`src/sv/olist_pkg.sv`:
```
// Shared types and constants for the ordered list engine.
// Used by the channel interfaces, the controller, the datapath and the top level.
package olist_pkg;

  localparam int KIND_W  = 3;
  localparam int VAL_W   = 32;
  localparam int POS_W   = 4;
  localparam int STAT_W  = 2;
  localparam int COUNT_W = 5;

  typedef enum logic [KIND_W-1:0] {
    OP_PUSH_FRONT = 3'd0,
    OP_PUSH_BACK  = 3'd1,
    OP_POP_FRONT  = 3'd2,
    OP_POP_BACK   = 3'd3,
    OP_REMOVE_AT  = 3'd4,
    OP_REMOVE_VAL = 3'd5
  } op_e;

  typedef enum logic [STAT_W-1:0] {
    ST_OK   = 2'd0,
    ST_MISS = 2'd1,
    ST_FULL = 2'd2
  } status_e;

  typedef enum logic [3:0] {
    S_IDLE,
    S_DISPATCH,
    S_RD,
    S_GOT,
    S_CL_RD,
    S_CL_WR,
    S_SU_RD,
    S_SU_WR,
    S_PF_WR,
    S_FINISH
  } state_e;

  typedef enum logic [2:0] {
    PTR_HOLD,
    PTR_ZERO,
    PTR_LAST,
    PTR_POS,
    PTR_INC,
    PTR_DEC
  } ptr_sel_e;

  typedef enum logic [1:0] {
    WR_FRONT,
    WR_TAIL,
    WR_UP,
    WR_DOWN
  } wr_sel_e;

  // Commands from the controller to the datapath.
  typedef struct packed {
    logic     load_op;
    ptr_sel_e ptr_sel;
    logic     rd_next;
    logic     wr_en;
    wr_sel_e  wr_sel;
    logic     cnt_inc;
    logic     cnt_dec;
    logic     set_miss;
    logic     set_full;
    logic     take;
    logic     out_load;
  } cmd_t;

  // Status from the datapath to the controller.
  typedef struct packed {
    op_e  kind;
    logic empty;
    logic full;
    logic pos_ok;
    logic ptr_zero;
    logic ptr_last;
    logic ptr_prelast;
    logic match;
  } stat_t;

endpackage

```
`src/sv/olist_req_if.sv`:
```
// Request channel: one list operation per beat.
// Depends on olist_pkg for field widths.
interface olist_req_if;
  import olist_pkg::*;

  logic                     valid;
  logic                     ready;
  logic [KIND_W-1:0]        kind;
  logic signed [VAL_W-1:0]  value;
  logic [POS_W-1:0]         position;

  modport source (output valid, kind, value, position, input ready);
  modport sink   (input valid, kind, value, position, output ready);
endinterface

```
`src/sv/olist_rsp_if.sv`:
```
// Response channel: one result beat per list operation.
// Depends on olist_pkg for field widths.
interface olist_rsp_if;
  import olist_pkg::*;

  logic                     valid;
  logic                     ready;
  logic signed [VAL_W-1:0]  removed_value;
  logic [STAT_W-1:0]        status;
  logic [COUNT_W-1:0]       entry_count;

  modport source (output valid, removed_value, status, entry_count, input ready);
  modport sink   (input valid, removed_value, status, entry_count, output ready);
endinterface

```
`src/sv/olist_ctrl.sv`:
```
// Sequencer for the ordered list engine: walks the entry memory one step per state.
// Depends on olist_pkg for the state, command and status types.
module olist_ctrl (
  input  logic            clk_i,
  input  logic            rst_ni,
  input  logic            in_valid_i,
  output logic            in_ready_o,
  output logic            out_valid_o,
  input  logic            out_ready_i,
  input  olist_pkg::stat_t st_i,
  output olist_pkg::cmd_t  cmd_o
);
  import olist_pkg::*;

  state_e state_q, state_d;
  logic   out_valid_q, out_valid_d;

  always_ff @(posedge clk_i or negedge rst_ni) begin
    if (!rst_ni) begin
      state_q     <= S_IDLE;
      out_valid_q <= 1'b0;
    end else begin
      state_q     <= state_d;
      out_valid_q <= out_valid_d;
    end
  end

  always_comb begin
    state_d        = state_q;
    in_ready_o     = 1'b0;
    cmd_o          = '0;
    cmd_o.ptr_sel  = PTR_HOLD;
    cmd_o.wr_sel   = WR_FRONT;

    unique case (state_q)
      S_IDLE: begin
        in_ready_o = 1'b1;
        if (in_valid_i) begin
          cmd_o.load_op = 1'b1;
          state_d       = S_DISPATCH;
        end
      end

      S_DISPATCH: begin
        unique case (st_i.kind)
          OP_PUSH_FRONT: begin
            if (st_i.full) begin
              cmd_o.set_full = 1'b1;
              state_d        = S_FINISH;
            end else if (st_i.empty) begin
              state_d = S_PF_WR;
            end else begin
              cmd_o.ptr_sel = PTR_LAST;
              state_d       = S_SU_RD;
            end
          end
          OP_PUSH_BACK: begin
            if (st_i.full) begin
              cmd_o.set_full = 1'b1;
            end else begin
              cmd_o.wr_en   = 1'b1;
              cmd_o.wr_sel  = WR_TAIL;
              cmd_o.cnt_inc = 1'b1;
            end
            state_d = S_FINISH;
          end
          OP_POP_FRONT, OP_REMOVE_VAL: begin
            if (st_i.empty) begin
              cmd_o.set_miss = 1'b1;
              state_d        = S_FINISH;
            end else begin
              cmd_o.ptr_sel = PTR_ZERO;
              state_d       = S_RD;
            end
          end
          OP_POP_BACK: begin
            if (st_i.empty) begin
              cmd_o.set_miss = 1'b1;
              state_d        = S_FINISH;
            end else begin
              cmd_o.ptr_sel = PTR_LAST;
              state_d       = S_RD;
            end
          end
          OP_REMOVE_AT: begin
            if (!st_i.pos_ok) begin
              cmd_o.set_miss = 1'b1;
              state_d        = S_FINISH;
            end else begin
              cmd_o.ptr_sel = PTR_POS;
              state_d       = S_RD;
            end
          end
          default: state_d = S_FINISH;
        endcase
      end

      S_RD: state_d = S_GOT;

      S_GOT: begin
        if (st_i.kind == OP_REMOVE_VAL && !st_i.match) begin
          // Scan miss on this entry: try the next one, or give up at the tail.
          if (st_i.ptr_last) begin
            cmd_o.set_miss = 1'b1;
            state_d        = S_FINISH;
          end else begin
            cmd_o.ptr_sel = PTR_INC;
            state_d       = S_RD;
          end
        end else begin
          cmd_o.take = 1'b1;
          if (st_i.ptr_last) begin
            cmd_o.cnt_dec = 1'b1;
            state_d       = S_FINISH;
          end else begin
            state_d = S_CL_RD;
          end
        end
      end

      S_CL_RD: begin
        cmd_o.rd_next = 1'b1;
        state_d       = S_CL_WR;
      end

      S_CL_WR: begin
        cmd_o.wr_en  = 1'b1;
        cmd_o.wr_sel = WR_DOWN;
        if (st_i.ptr_prelast) begin
          cmd_o.cnt_dec = 1'b1;
          state_d       = S_FINISH;
        end else begin
          cmd_o.ptr_sel = PTR_INC;
          state_d       = S_CL_RD;
        end
      end

      S_SU_RD: state_d = S_SU_WR;

      S_SU_WR: begin
        cmd_o.wr_en  = 1'b1;
        cmd_o.wr_sel = WR_UP;
        if (st_i.ptr_zero) begin
          state_d = S_PF_WR;
        end else begin
          cmd_o.ptr_sel = PTR_DEC;
          state_d       = S_SU_RD;
        end
      end

      S_PF_WR: begin
        cmd_o.wr_en   = 1'b1;
        cmd_o.wr_sel  = WR_FRONT;
        cmd_o.cnt_inc = 1'b1;
        state_d       = S_FINISH;
      end

      S_FINISH: begin
        if (!out_valid_q || out_ready_i) begin
          cmd_o.out_load = 1'b1;
          state_d        = S_IDLE;
        end
      end

      default: state_d = S_IDLE;
    endcase
  end

  always_comb begin
    if (cmd_o.out_load) begin
      out_valid_d = 1'b1;
    end else if (out_ready_i) begin
      out_valid_d = 1'b0;
    end else begin
      out_valid_d = out_valid_q;
    end
  end

  assign out_valid_o = out_valid_q;

endmodule

```
`src/sv/olist_dp.sv`:
```
// Datapath of the ordered list engine: entry memory, count, walk pointer,
// operation registers and the result register. Depends on olist_pkg.
module olist_dp #(
  parameter int DEPTH = 16
) (
  input  logic                              clk_i,
  input  logic                              rst_ni,
  input  logic [olist_pkg::KIND_W-1:0]      kind_i,
  input  logic signed [olist_pkg::VAL_W-1:0] value_i,
  input  logic [olist_pkg::POS_W-1:0]       position_i,
  output logic signed [olist_pkg::VAL_W-1:0] removed_value_o,
  output logic [olist_pkg::STAT_W-1:0]      status_o,
  output logic [olist_pkg::COUNT_W-1:0]     entry_count_o,
  input  olist_pkg::cmd_t                   cmd_i,
  output olist_pkg::stat_t                  st_o
);
  import olist_pkg::*;

  localparam int AW   = $clog2(DEPTH);
  localparam int CW   = $clog2(DEPTH + 1);
  localparam int CMPW = (CW > POS_W) ? CW : POS_W;

  logic [VAL_W-1:0] mem [DEPTH];

  logic [CW-1:0]     cnt_q, cnt_d;
  logic [AW-1:0]     ptr_q, ptr_d;
  op_e               kind_q;
  logic [VAL_W-1:0]  val_q;
  logic [POS_W-1:0]  pos_q;
  logic [VAL_W-1:0]  rdata_q;
  logic [VAL_W-1:0]  removed_q;
  status_e           status_q;
  logic [VAL_W-1:0]  out_removed_q;
  status_e           out_status_q;
  logic [COUNT_W-1:0] out_count_q;

  logic [AW-1:0]     raddr;
  logic [AW-1:0]     waddr;
  logic [VAL_W-1:0]  wdata;
  logic [CW-1:0]     cnt_m1;
  logic [CW-1:0]     ptr_ext;

  assign cnt_m1  = cnt_q - CW'(1);
  assign ptr_ext = CW'(ptr_q);

  // Count is control state.
  always_ff @(posedge clk_i or negedge rst_ni) begin
    if (!rst_ni) begin
      cnt_q <= '0;
    end else begin
      cnt_q <= cnt_d;
    end
  end

  always_comb begin
    cnt_d = cnt_q;
    if (cmd_i.cnt_inc) begin
      cnt_d = cnt_q + CW'(1);
    end else if (cmd_i.cnt_dec) begin
      cnt_d = cnt_m1;
    end
  end

  always_comb begin
    unique case (cmd_i.ptr_sel)
      PTR_ZERO: ptr_d = '0;
      PTR_LAST: ptr_d = AW'(cnt_m1);
      PTR_POS:  ptr_d = AW'(pos_q);
      PTR_INC:  ptr_d = ptr_q + AW'(1);
      PTR_DEC:  ptr_d = ptr_q - AW'(1);
      default:  ptr_d = ptr_q;
    endcase
  end

  assign raddr = cmd_i.rd_next ? (ptr_q + AW'(1)) : ptr_q;

  always_comb begin
    unique case (cmd_i.wr_sel)
      WR_FRONT: begin
        waddr = '0;
        wdata = val_q;
      end
      WR_TAIL: begin
        waddr = AW'(cnt_q);
        wdata = val_q;
      end
      WR_UP: begin
        waddr = ptr_q + AW'(1);
        wdata = rdata_q;
      end
      default: begin
        waddr = ptr_q;
        wdata = rdata_q;
      end
    endcase
  end

  always_ff @(posedge clk_i) begin
    if (cmd_i.wr_en) begin
      mem[waddr] <= wdata;
    end
    rdata_q <= mem[raddr];
  end

  always_ff @(posedge clk_i) begin
    ptr_q <= ptr_d;
    if (cmd_i.load_op) begin
      kind_q    <= op_e'(kind_i);
      val_q     <= value_i;
      pos_q     <= position_i;
      removed_q <= '0;
      status_q  <= ST_OK;
    end else begin
      if (cmd_i.take) begin
        removed_q <= rdata_q;
      end
      if (cmd_i.set_miss) begin
        status_q <= ST_MISS;
      end else if (cmd_i.set_full) begin
        status_q <= ST_FULL;
      end
    end
    if (cmd_i.out_load) begin
      out_removed_q <= removed_q;
      out_status_q  <= status_q;
      out_count_q   <= COUNT_W'(cnt_q);
    end
  end

  assign st_o.kind        = kind_q;
  assign st_o.empty       = (cnt_q == '0);
  assign st_o.full        = (cnt_q == CW'(DEPTH));
  assign st_o.pos_ok      = (CMPW'(pos_q) < CMPW'(cnt_q));
  assign st_o.ptr_zero    = (ptr_q == '0);
  assign st_o.ptr_last    = (ptr_ext == cnt_m1);
  assign st_o.ptr_prelast = ((ptr_ext + CW'(1)) == cnt_m1);
  assign st_o.match       = (rdata_q == val_q);

  assign removed_value_o = out_removed_q;
  assign status_o        = out_status_q;
  assign entry_count_o   = out_count_q;

endmodule

```
`src/sv/ordered_list_engine.sv`:
```
// Top level of the ordered list engine: controller plus datapath behind two channels.
// Depends on olist_pkg, olist_req_if, olist_rsp_if, olist_ctrl and olist_dp.
//
//   channel | dir | beat carries
//   --------+-----+------------------------------------------
//   req     | in  | kind, value, position
//   rsp     | out | removed_value, status, entry_count
//
// One operation at a time; the entry memory has one write and one read port.
// Push back, refused inserts and misses found at dispatch go from dispatch straight to the result.
// Pop back reads the tail; push front moves each entry up, then writes the front; other removals
// move each later entry down. Remove-by-value compares from the front; a miss compares every entry.
// Reset clears the control state and the count; entries are written before they are read.
// A request is taken while an earlier result waits; its result then holds until rsp drains.
module ordered_list_engine #(
  parameter int DEPTH = 16
) (
  input  logic               clk_i,
  input  logic               rst_ni,
  olist_req_if.sink          req,
  olist_rsp_if.source        rsp
);
  import olist_pkg::*;

  cmd_t  cmd;
  stat_t st;

  olist_ctrl u_ctrl (
    .clk_i       (clk_i),
    .rst_ni      (rst_ni),
    .in_valid_i  (req.valid),
    .in_ready_o  (req.ready),
    .out_valid_o (rsp.valid),
    .out_ready_i (rsp.ready),
    .st_i        (st),
    .cmd_o       (cmd)
  );

  olist_dp #(
    .DEPTH (DEPTH)
  ) u_dp (
    .clk_i           (clk_i),
    .rst_ni          (rst_ni),
    .kind_i          (req.kind),
    .value_i         (req.value),
    .position_i      (req.position),
    .removed_value_o (rsp.removed_value),
    .status_o        (rsp.status),
    .entry_count_o   (rsp.entry_count),
    .cmd_i           (cmd),
    .st_o            (st)
  );

  // A refused insert reports a full list.
  a_full_count: assert property (@(posedge clk_i) disable iff (!rst_ni)
    (rsp.valid && rsp.status == ST_FULL) |-> (rsp.entry_count == COUNT_W'(DEPTH)))
    else $error("full status with count below depth");

  // Only a successful removal carries a nonzero value.
  a_miss_zero: assert property (@(posedge clk_i) disable iff (!rst_ni)
    (rsp.valid && rsp.status != ST_OK) |-> (rsp.removed_value == '0))
    else $error("removed value on a failed operation");

  // The count never grows past the depth.
  a_no_overfill: assert property (@(posedge clk_i) disable iff (!rst_ni)
    cmd.cnt_inc |-> !st.full)
    else $error("count increment on a full list");

  // A result is never loaded in the cycle right after a request beat.
  a_dispatch_first: assert property (@(posedge clk_i) disable iff (!rst_ni)
    (req.valid && req.ready) |=> !cmd.out_load)
    else $error("result loaded before dispatch");

endmodule
```
`src/flat_wrapper.sv`:
```
// flat-port wrapper written by rule: the top's interface ports become plain ports
module ordered_list_engine_flat import olist_pkg::*;
#(
  parameter int DEPTH = 16
)
  (clk_i, rst_ni, req_valid, req_kind, req_value, req_position, req_ready, rsp_valid, rsp_removed_value, rsp_status, rsp_entry_count, rsp_ready);
  olist_req_if req_i ();
  olist_rsp_if rsp_i ();
  input  logic clk_i;
  input  logic rst_ni;
  input wire logic [$bits(req_i.valid)-1:0] req_valid;
  input wire logic [$bits(req_i.kind)-1:0] req_kind;
  input wire logic [$bits(req_i.value)-1:0] req_value;
  input wire logic [$bits(req_i.position)-1:0] req_position;
  output wire logic [$bits(req_i.ready)-1:0] req_ready;
  output wire logic [$bits(rsp_i.valid)-1:0] rsp_valid;
  output wire logic [$bits(rsp_i.removed_value)-1:0] rsp_removed_value;
  output wire logic [$bits(rsp_i.status)-1:0] rsp_status;
  output wire logic [$bits(rsp_i.entry_count)-1:0] rsp_entry_count;
  input wire logic [$bits(rsp_i.ready)-1:0] rsp_ready;
  assign req_i.valid = req_valid;
  assign req_i.kind = req_kind;
  assign req_i.value = req_value;
  assign req_i.position = req_position;
  assign req_ready = req_i.ready;
  assign rsp_valid = rsp_i.valid;
  assign rsp_removed_value = rsp_i.removed_value;
  assign rsp_status = rsp_i.status;
  assign rsp_entry_count = rsp_i.entry_count;
  assign rsp_i.ready = rsp_ready;
  ordered_list_engine #(.DEPTH(DEPTH)) u_core (.clk_i(clk_i), .rst_ni(rst_ni), .req(req_i), .rsp(rsp_i));
endmodule
```
`config.mk`:
```
export PLATFORM = sky130hd
export DESIGN_NAME = ordered_list_engine_flat
export DESIGN_NICKNAME = d
export VERILOG_FILES = /design/src/sv/olist_pkg.sv /design/src/sv/olist_req_if.sv /design/src/sv/olist_rsp_if.sv /design/src/sv/olist_ctrl.sv /design/src/sv/olist_dp.sv /design/src/sv/ordered_list_engine.sv /design/src/flat_wrapper.sv
export SDC_FILE = /design/constraint.sdc
export NUM_CORES = 1
export LEC_CHECK = 0
export CORE_ASPECT_RATIO = 0.8
export CORE_MARGIN = 1.5
export CORE_UTILIZATION = 50
export CTS_CLUSTER_DIAMETER = 100
export DETAILED_ROUTE_END_ITERATION = 12
export DONT_BUFFER_PORTS = 1
export PLACE_DENSITY = 0.7
export SETUP_SLACK_MARGIN = 0.1
export SLEW_MARGIN = 20
export SYNTH_ARGS = -nofsm -noshare
export SYNTH_HDL_FRONTEND = slang
export SYNTH_SLANG_ARGS = --single-unit
export TNS_END_PERCENT = 10
```
`constraint.sdc`:
```
create_clock -name clk_i -period 7.4 [get_ports clk_i]
set_clock_uncertainty 0.2 [all_clocks]
set_input_delay 1.48 -clock clk_i [delete_from_list [all_inputs] [get_ports clk_i]]
set_output_delay 1.48 -clock clk_i [all_outputs]
set_load 0.05 [all_outputs]
```
# After elaboration in Yosys (flattened, before gate mapping)
# Memories as Yosys holds them, arrays and structs flattened. A register that Yosys moved wholly into a read port is not among the register bits.
# Cells that the tools add are included.
word_totals:
  inputBits: 43
  mem_count: 1
  reg_bits: 126
  ram_bits: 512
memory_table:
  columns: ["name", "depth", "width", "rd", "rd_clocked_by_memory_dff", "write_ports", "line_no", "source"]
  rows:
  - ["u_core.u_dp.mem", 16, 32, 1, 1, 1, "olist_dp.sv:23", "logic [VAL_W-1:0] mem [DEPTH];"]
op_classes:
  n_lt_le_gt_ge: 1
  n_reduce_logical: 19
  mux: 59
  eq_ne: 27
  n_addsub: 5
op_table:
  columns: ["cell", "n"]
  rows:
  - ["two-way mux 4 bit", 14]
  - ["case mux 4 bit (10 select lines)", 1]
  - ["equality test 32 bit", 1]
  - ["two-way mux 32 bit", 1]
  - ["two-way mux 1 bit", 24]
  - ["case mux 3 bit (4 select lines)", 2]
  - ["case mux 4 bit (3 select lines)", 2]
  - ["case mux 4 bit (5 select lines)", 1]
  - ["equality test 4 x 3 -> 1 bit, second input constant", 4]
  - ["equality test 3 x 2 -> 1 bit, second input constant", 4]
  - ["equality test 3 bit, second input constant", 4]
  - ["two-way mux 3 bit", 4]
  - ["two-way mux 5 bit", 2]
  - ["equality test 4 x 2 -> 1 bit, second input constant", 2]
  - ["equality test 4 bit, second input constant", 2]
  - ["logical NOT 4 bit", 2]
  - ["case mux 1 bit (2 select lines)", 4]
  - ["case mux 2 bit (4 select lines)", 1]
  - ["OR reduction 2 bit", 4]
  - ["equality test 3 x 1 -> 1 bit, second input constant", 2]
  - ["two-way mux 2 bit", 3]
  - ["nonzero test 2 bit", 3]
  - ["adder 4 x 1 -> 5 bit, second input constant", 1]
  - ["adder 5 x 1 -> 5 bit, second input constant", 1]
  - ["other kinds (20)", 22]

# Depth between registers and ports, before layout
logic_depth:
  ltp_word: 7
  depth_mapped: 12
  mapped_depth_nobuf: 9

# Cells and area by module
# Synthesis repeated with hierarchy kept, for this count alone.
unflattened:
  cells_unflattened: 1712
  hier_area_um2: 28315.9
modules_own_cells:
  columns: ["module", "cells_each", "area_each_um2", "n_inst"]
  rows:
  - ["olist_dp", 1609, 27592.7, 1]
  - ["olist_ctrl", 103, 723.2, 1]

# Worst setup path before layout
# No wires, ideal clock.
synth_path:
  path_type: "reg2reg"
  start: "register u_core.u_ctrl.state_q[0]"
  end: "register u_core.u_dp.kind_q[0] (enable)"
  path_buffers: 3
  setup_slack_ps: 2842
  arrival_time_ps: 3939
  t_required_ps: 6781
  stages_incl_launch_ff: 6
  setup_ps: 419
  cell_sequence: "dfrtp_1 > clkbuf_1 > nor4_1 > and2_1 > clkbuf_1 > clkbuf_1"
synth_rtl:
  columns: ["item", "line_no", "source"]
  rows:
  - ["from (decl)", "olist_ctrl.sv:15", "state_e state_q, state_d;"]
  - ["from (signal assigned)", "olist_ctrl.sv:23", "state_q <= state_d;"]
  - ["to (signal assigned)", "olist_dp.sv:108", "kind_q <= op_e'(kind_i);"]
  - ["to (decl)", "olist_dp.sv:27", "op_e kind_q;"]

# Worst setup path after layout
layout_path:
  start: "register u_core.u_ctrl.state_q[1]"
  end: "memory u_core.u_dp.mem[15][14] (enable)"
layout_via:
  elab_chain_len: 4
  word_cells_on_any_way: 11
  cone_classes: "eq/ne (6); mux (4); reduce/logical (1)"
layout_rtl:
  columns: ["item", "line_no", "source"]
  rows:
  - ["equality test 4 bit (tied with other cells)", "olist_ctrl.sv:35", "unique case (state_q)"]
  - ["case mux 3 bit (4 select lines) (*)", "olist_ctrl.sv:35", null]
  - ["equality test 2 bit (tied with other cells)", "olist_dp.sv:78", "unique case (cmd_i.wr_sel)"]
  - ["case mux 4 bit (3 select lines) or two-way mux 1 bit (tied branches)", "olist_dp.sv:78, olist_dp.sv:100", null]
  - ["to (decl)", "olist_dp.sv:23", null]
# Mark *: on every way between the ends. The rest lies on a longest branch, timed or not.

==> metrics.md <==
| Metric | Value |
|---|---|
| DRT iter0 DRCs | `roughly 1400` |
| Cts bufs inserted | `66` |
| Status | `completed` |
| Unique masters post-synth | `65` |
| Multi-input gate area | `6560 um2` |
| Vias in the first global route | `about 12000` |
| Synth warn | `0` |
| Root buffer cell | `clkbuf_16` |
| Register area share after synthesis | `about three quarters` |
| WP buf/inv | `1` |
| Worst skew pair latency | `0.60 ns` |
| Sequential cell area | `19400 um2` |
| FF-to-FF path depth | `8` |
| Post-Syn Area | `approximately 26000 um2` |
| Synthesized instance count | `approximately 1300` |
| Simple-gate area share of the yosys netlist | `under 10%` |
| Die area | `53900 um2` |
| Reg2reg end | `u_core.u_dp.mem[15][14]` |
| Number of nets still failing antenna checks after routing | `0` |
| Nets | `around 1400` |
| Fmax | `221 MHz` |
| Clk slew on worst S/H paths | `0.06 ns` |
| Drt drc | `0` |
| Top post-synthesis cells by count | `edfxtp_1 (594), nand2_1 (123), mux4_2 (97), nor2_1 (67), dfxtp_1 (66)` |
| Via density | `between 5 and 6` |
| Post-synthesis mux area share | `about 16%` |
| Min Hold Slack | `0.232 ns` |
| Area leader, netlist | `edfxtp_1` |
| TritonCTS clock tree | `done` |
| Number of fill cells | `3761` |
| DIE HEIGHT | `around 210 um` |
| Clk buf depth | `3` |
| Synthesized net count | `1378` |
| Syn Area/Cell | `19.8 um2` |
| Post-synthesis share of cell area spent on xor and xnor gates | `approximately 1.8%` |
| Critical path's slowest cell | `or4b_2` |
| All-Layer GR Usage | `a little over a fifth` |
| Port bufs | `0` |
| Actual slew at the worst max-slew pin | `about 1.1 ns` |
| Synth Area in Adders | `less than 1%` |
| GP Congestion | `roughly 0.86` |
| 1st-pass router iterations | `5` |
| Worst VDD drop | `330 uV` |
| Worst EP arrival | `4.58 ns` |
| R2R setup slack | `about 2.9 ns` |
| Leak Pwr | `just under 10 nW` |
| Main area contributors after synthesis | `edfxtp_1 (68%), mux4_2 (8.3%), mux4_1 (6.3%)` |
| Crit path required time | `about 7.5 ns` |
| Crit-path leading delay family | `simple AND/OR/NAND/NOR gates` |
| Final Setup Violations | `0` |
| Largest net degree at the start of global routing | `roughly 130` |
| Io pins | `between 80 and 90` |
| Crit-path cells | `or4b_2 > nor3_2 > and3_1 > a21oi_1 > a211oi_1 > nand2_1 > nor2_4 > buf_4` |
| Fin. Hold Viols | `0` |
| Post-Route WL | `~56 mm` |
| Setup TNS | `0 ns` |
| CP Launch Point | `u_core.u_ctrl.state_q[1]` |
| CORE AREA | `51500 um2` |
| Crit path capture type | `flip-flop` |
| Most frequent cell after synthesis | `edfxtp_1` |
| Rows | `74` |
| Synth Flop Type | `edfxtp_1` |
| First-pass GRT wire length | `roughly 83 mm` |
| Layout cell share with drive strength beyond 1 | `about 17%` |
| Synth Register Bits | `670` |
| Hold Path Class | `reg2reg` |
| Initial Util | `51.0%` |
| Largest family of logic cells by synthesized area | `multiplexers` |
| Max Transition Viols Final | `0` |
| Critical Path Start Type | `flip-flop` |
| Worst R2R Start | `u_core.u_ctrl.state_q[1]` |
| Dpl hpwl | `~33 mm` |
| Critical Path End | `u_core.u_dp.mem[15][14]` |
| GR Overflow Total | `0` |
| Clock Sinks | `670` |
| Area growth syn-to-layout | `11.2%` |
| Antenna cells | `0` |
| Initial antenna violation count | `0` |
| CP Depth | `8` |
| CTS Hold Bufs | `0` |
| Crit share post-route | `61.2%` |
| FFs w/ async S/R, synth | `under 10%` |
| Max cap viols | `0` |
| Post-synth EDFFs | `between 500 and 600` |
| Die W | `~260 um` |
| CP peak stage delay | `around 0.8 ns` |
| Vias | `12400` |
| Yosys top cell area share | `67.9%` |
| WS Path Type | `reg2reg` |
| Post-CTS setup buffer count | `0` |
| Routed wire per std cell | `around 27 um` |
| RSZ-0062 raised after global routing | `false` |
| Crit-path max FO | `17` |
| Power per Cell Area | `412 nW/um2` |
| Tmin final | `between 4 and 5 ns` |
| Slew headroom | `a little over a quarter` |
| Post-cts sizing count | `0` |
| H-tree depth | `3` |
| Post-synthesis compound-gate area fraction | `under 10%` |
## cell families (layout without fill, tap and decap cells)
| family | after synthesis | after routing |
|---|---|---|
| AO/OA/AOI/OAI | 65 | 65 |
| XOR/XNOR | 50 | 50 |
| adder cells (fa/ha/maj) | 7 | 7 |
| buffers and inverters | 83 | 157 |
| flip-flops | 670 | 670 |
| multiplexers | 198 | 198 |
| AND/OR/NAND/NOR | 255 | 255 |
## layer usage
| layer | track usage [%] | wire length [um] | up-vias | share of wire, % |
|---|---|---|---|---|
| li1 | - | - | 5407 | - |
| met1 | 32.3 | 25200 | 6445 | 45 |
| met2 | 30.8 | 25500 | 504 | 46 |
| met3 | 4.68 | 4210 | 91 | 7.5 |
| met4 | 5.51 | 1170 | 0 | 2.1 |
| met5 | 0 | 0 | - | 0 |
## metrics by stage
stage                     worst slack, ns  power, mW  std cells  util, %  cell area (um2)
after floorplan                      2.84       7.91       1328        -            26300
after global placement               2.79       8.79       1960     52.5            27000
after detailed placement             2.61       8.84       1962     52.6            27100
after CTS                            2.54       12.1       2083     56.6            29100
after global routing                 2.68       12.5       2086     56.8            29200
final                                2.87       12.0       2086     56.8            29200
## power breakdown
part	internal, mW	switching [mW]
Clock	1.85	1.40
Sequential	4.89	0.463
Combinational	1.52	1.91
## final cells by class
cell class	instances	area share [%]
Sequential cell	670	66.4
Inverter	15	0.193
Clock inverter	30	0.981
Timing Repair Buffer	21	0.891
Tap cell	684	2.93
Clock buffer	91	6.15
Multi-Input combinational cell	575	22.4
## how the worst min path moves through the flow
stage	from	endpoint	slack, ns	depth (start not counted)
floorplan	u_core.u_dp.status_q[0]	u_core.u_dp.status_o[0]	0.20	0
global placement	u_core.u_dp.removed_q[29]	u_core.u_dp.removed_value_o[29]	0.22	0
detailed placement	u_core.u_dp.removed_q[7]	u_core.u_dp.removed_value_o[7]	0.21	0
CTS	u_core.u_dp.removed_q[17]	u_core.u_dp.removed_value_o[17]	0.23	0
global route	u_core.u_dp.removed_q[27]	u_core.u_dp.removed_value_o[27]	0.24	0
finish	u_core.u_dp.removed_q[23]	u_core.u_dp.removed_value_o[23]	0.23	0
## placed cells by master, fill, tap and decap left out, types with 4 or more instances in the layout
master	count
nor2b_4	5
mux4_2	97
nor3_1	7
clkbuf_16	67
ha_1	7
clkinv_2	9
nand3_1	10
and3_1	8
buf_12	5
xnor2_1	43
a211oi_1	4
inv_1	15
buf_4	14
nand2_1	122
dfxtp_1	66
a21oi_1	9
nand4_1	8
o211ai_1	5
o21ai_0	9
nor2_1	55
bufinv_16	4
clkbuf_1	21
edfxtp_1	594
dfrtp_1	10
a31oi_1	4
mux2i_1	36
clkinv_1	8
inv_6	4
mux4_1	63
nor2_4	12
nand2b_1	6
## sequential cells by signal (all words and copies together), names as in the netlist
name,flops
u_core.u_dp.mem,512
u_core.u_dp.rdata_q,32
u_core.u_dp.removed_q,32
u_core.u_dp.removed_value_o,32
u_core.u_dp.val_q,32
u_core.u_dp.cnt_q,5
u_core.u_dp.entry_count_o,5
u_core.u_ctrl.state_q,4
u_core.u_dp.pos_q,4
u_core.u_dp.ptr_q,4
u_core.u_dp.kind_q,3
u_core.u_dp.status_o,2
u_core.u_dp.status_q,2
u_core.u_ctrl.out_valid_o,1
Power figures use the tool's default switching activity.
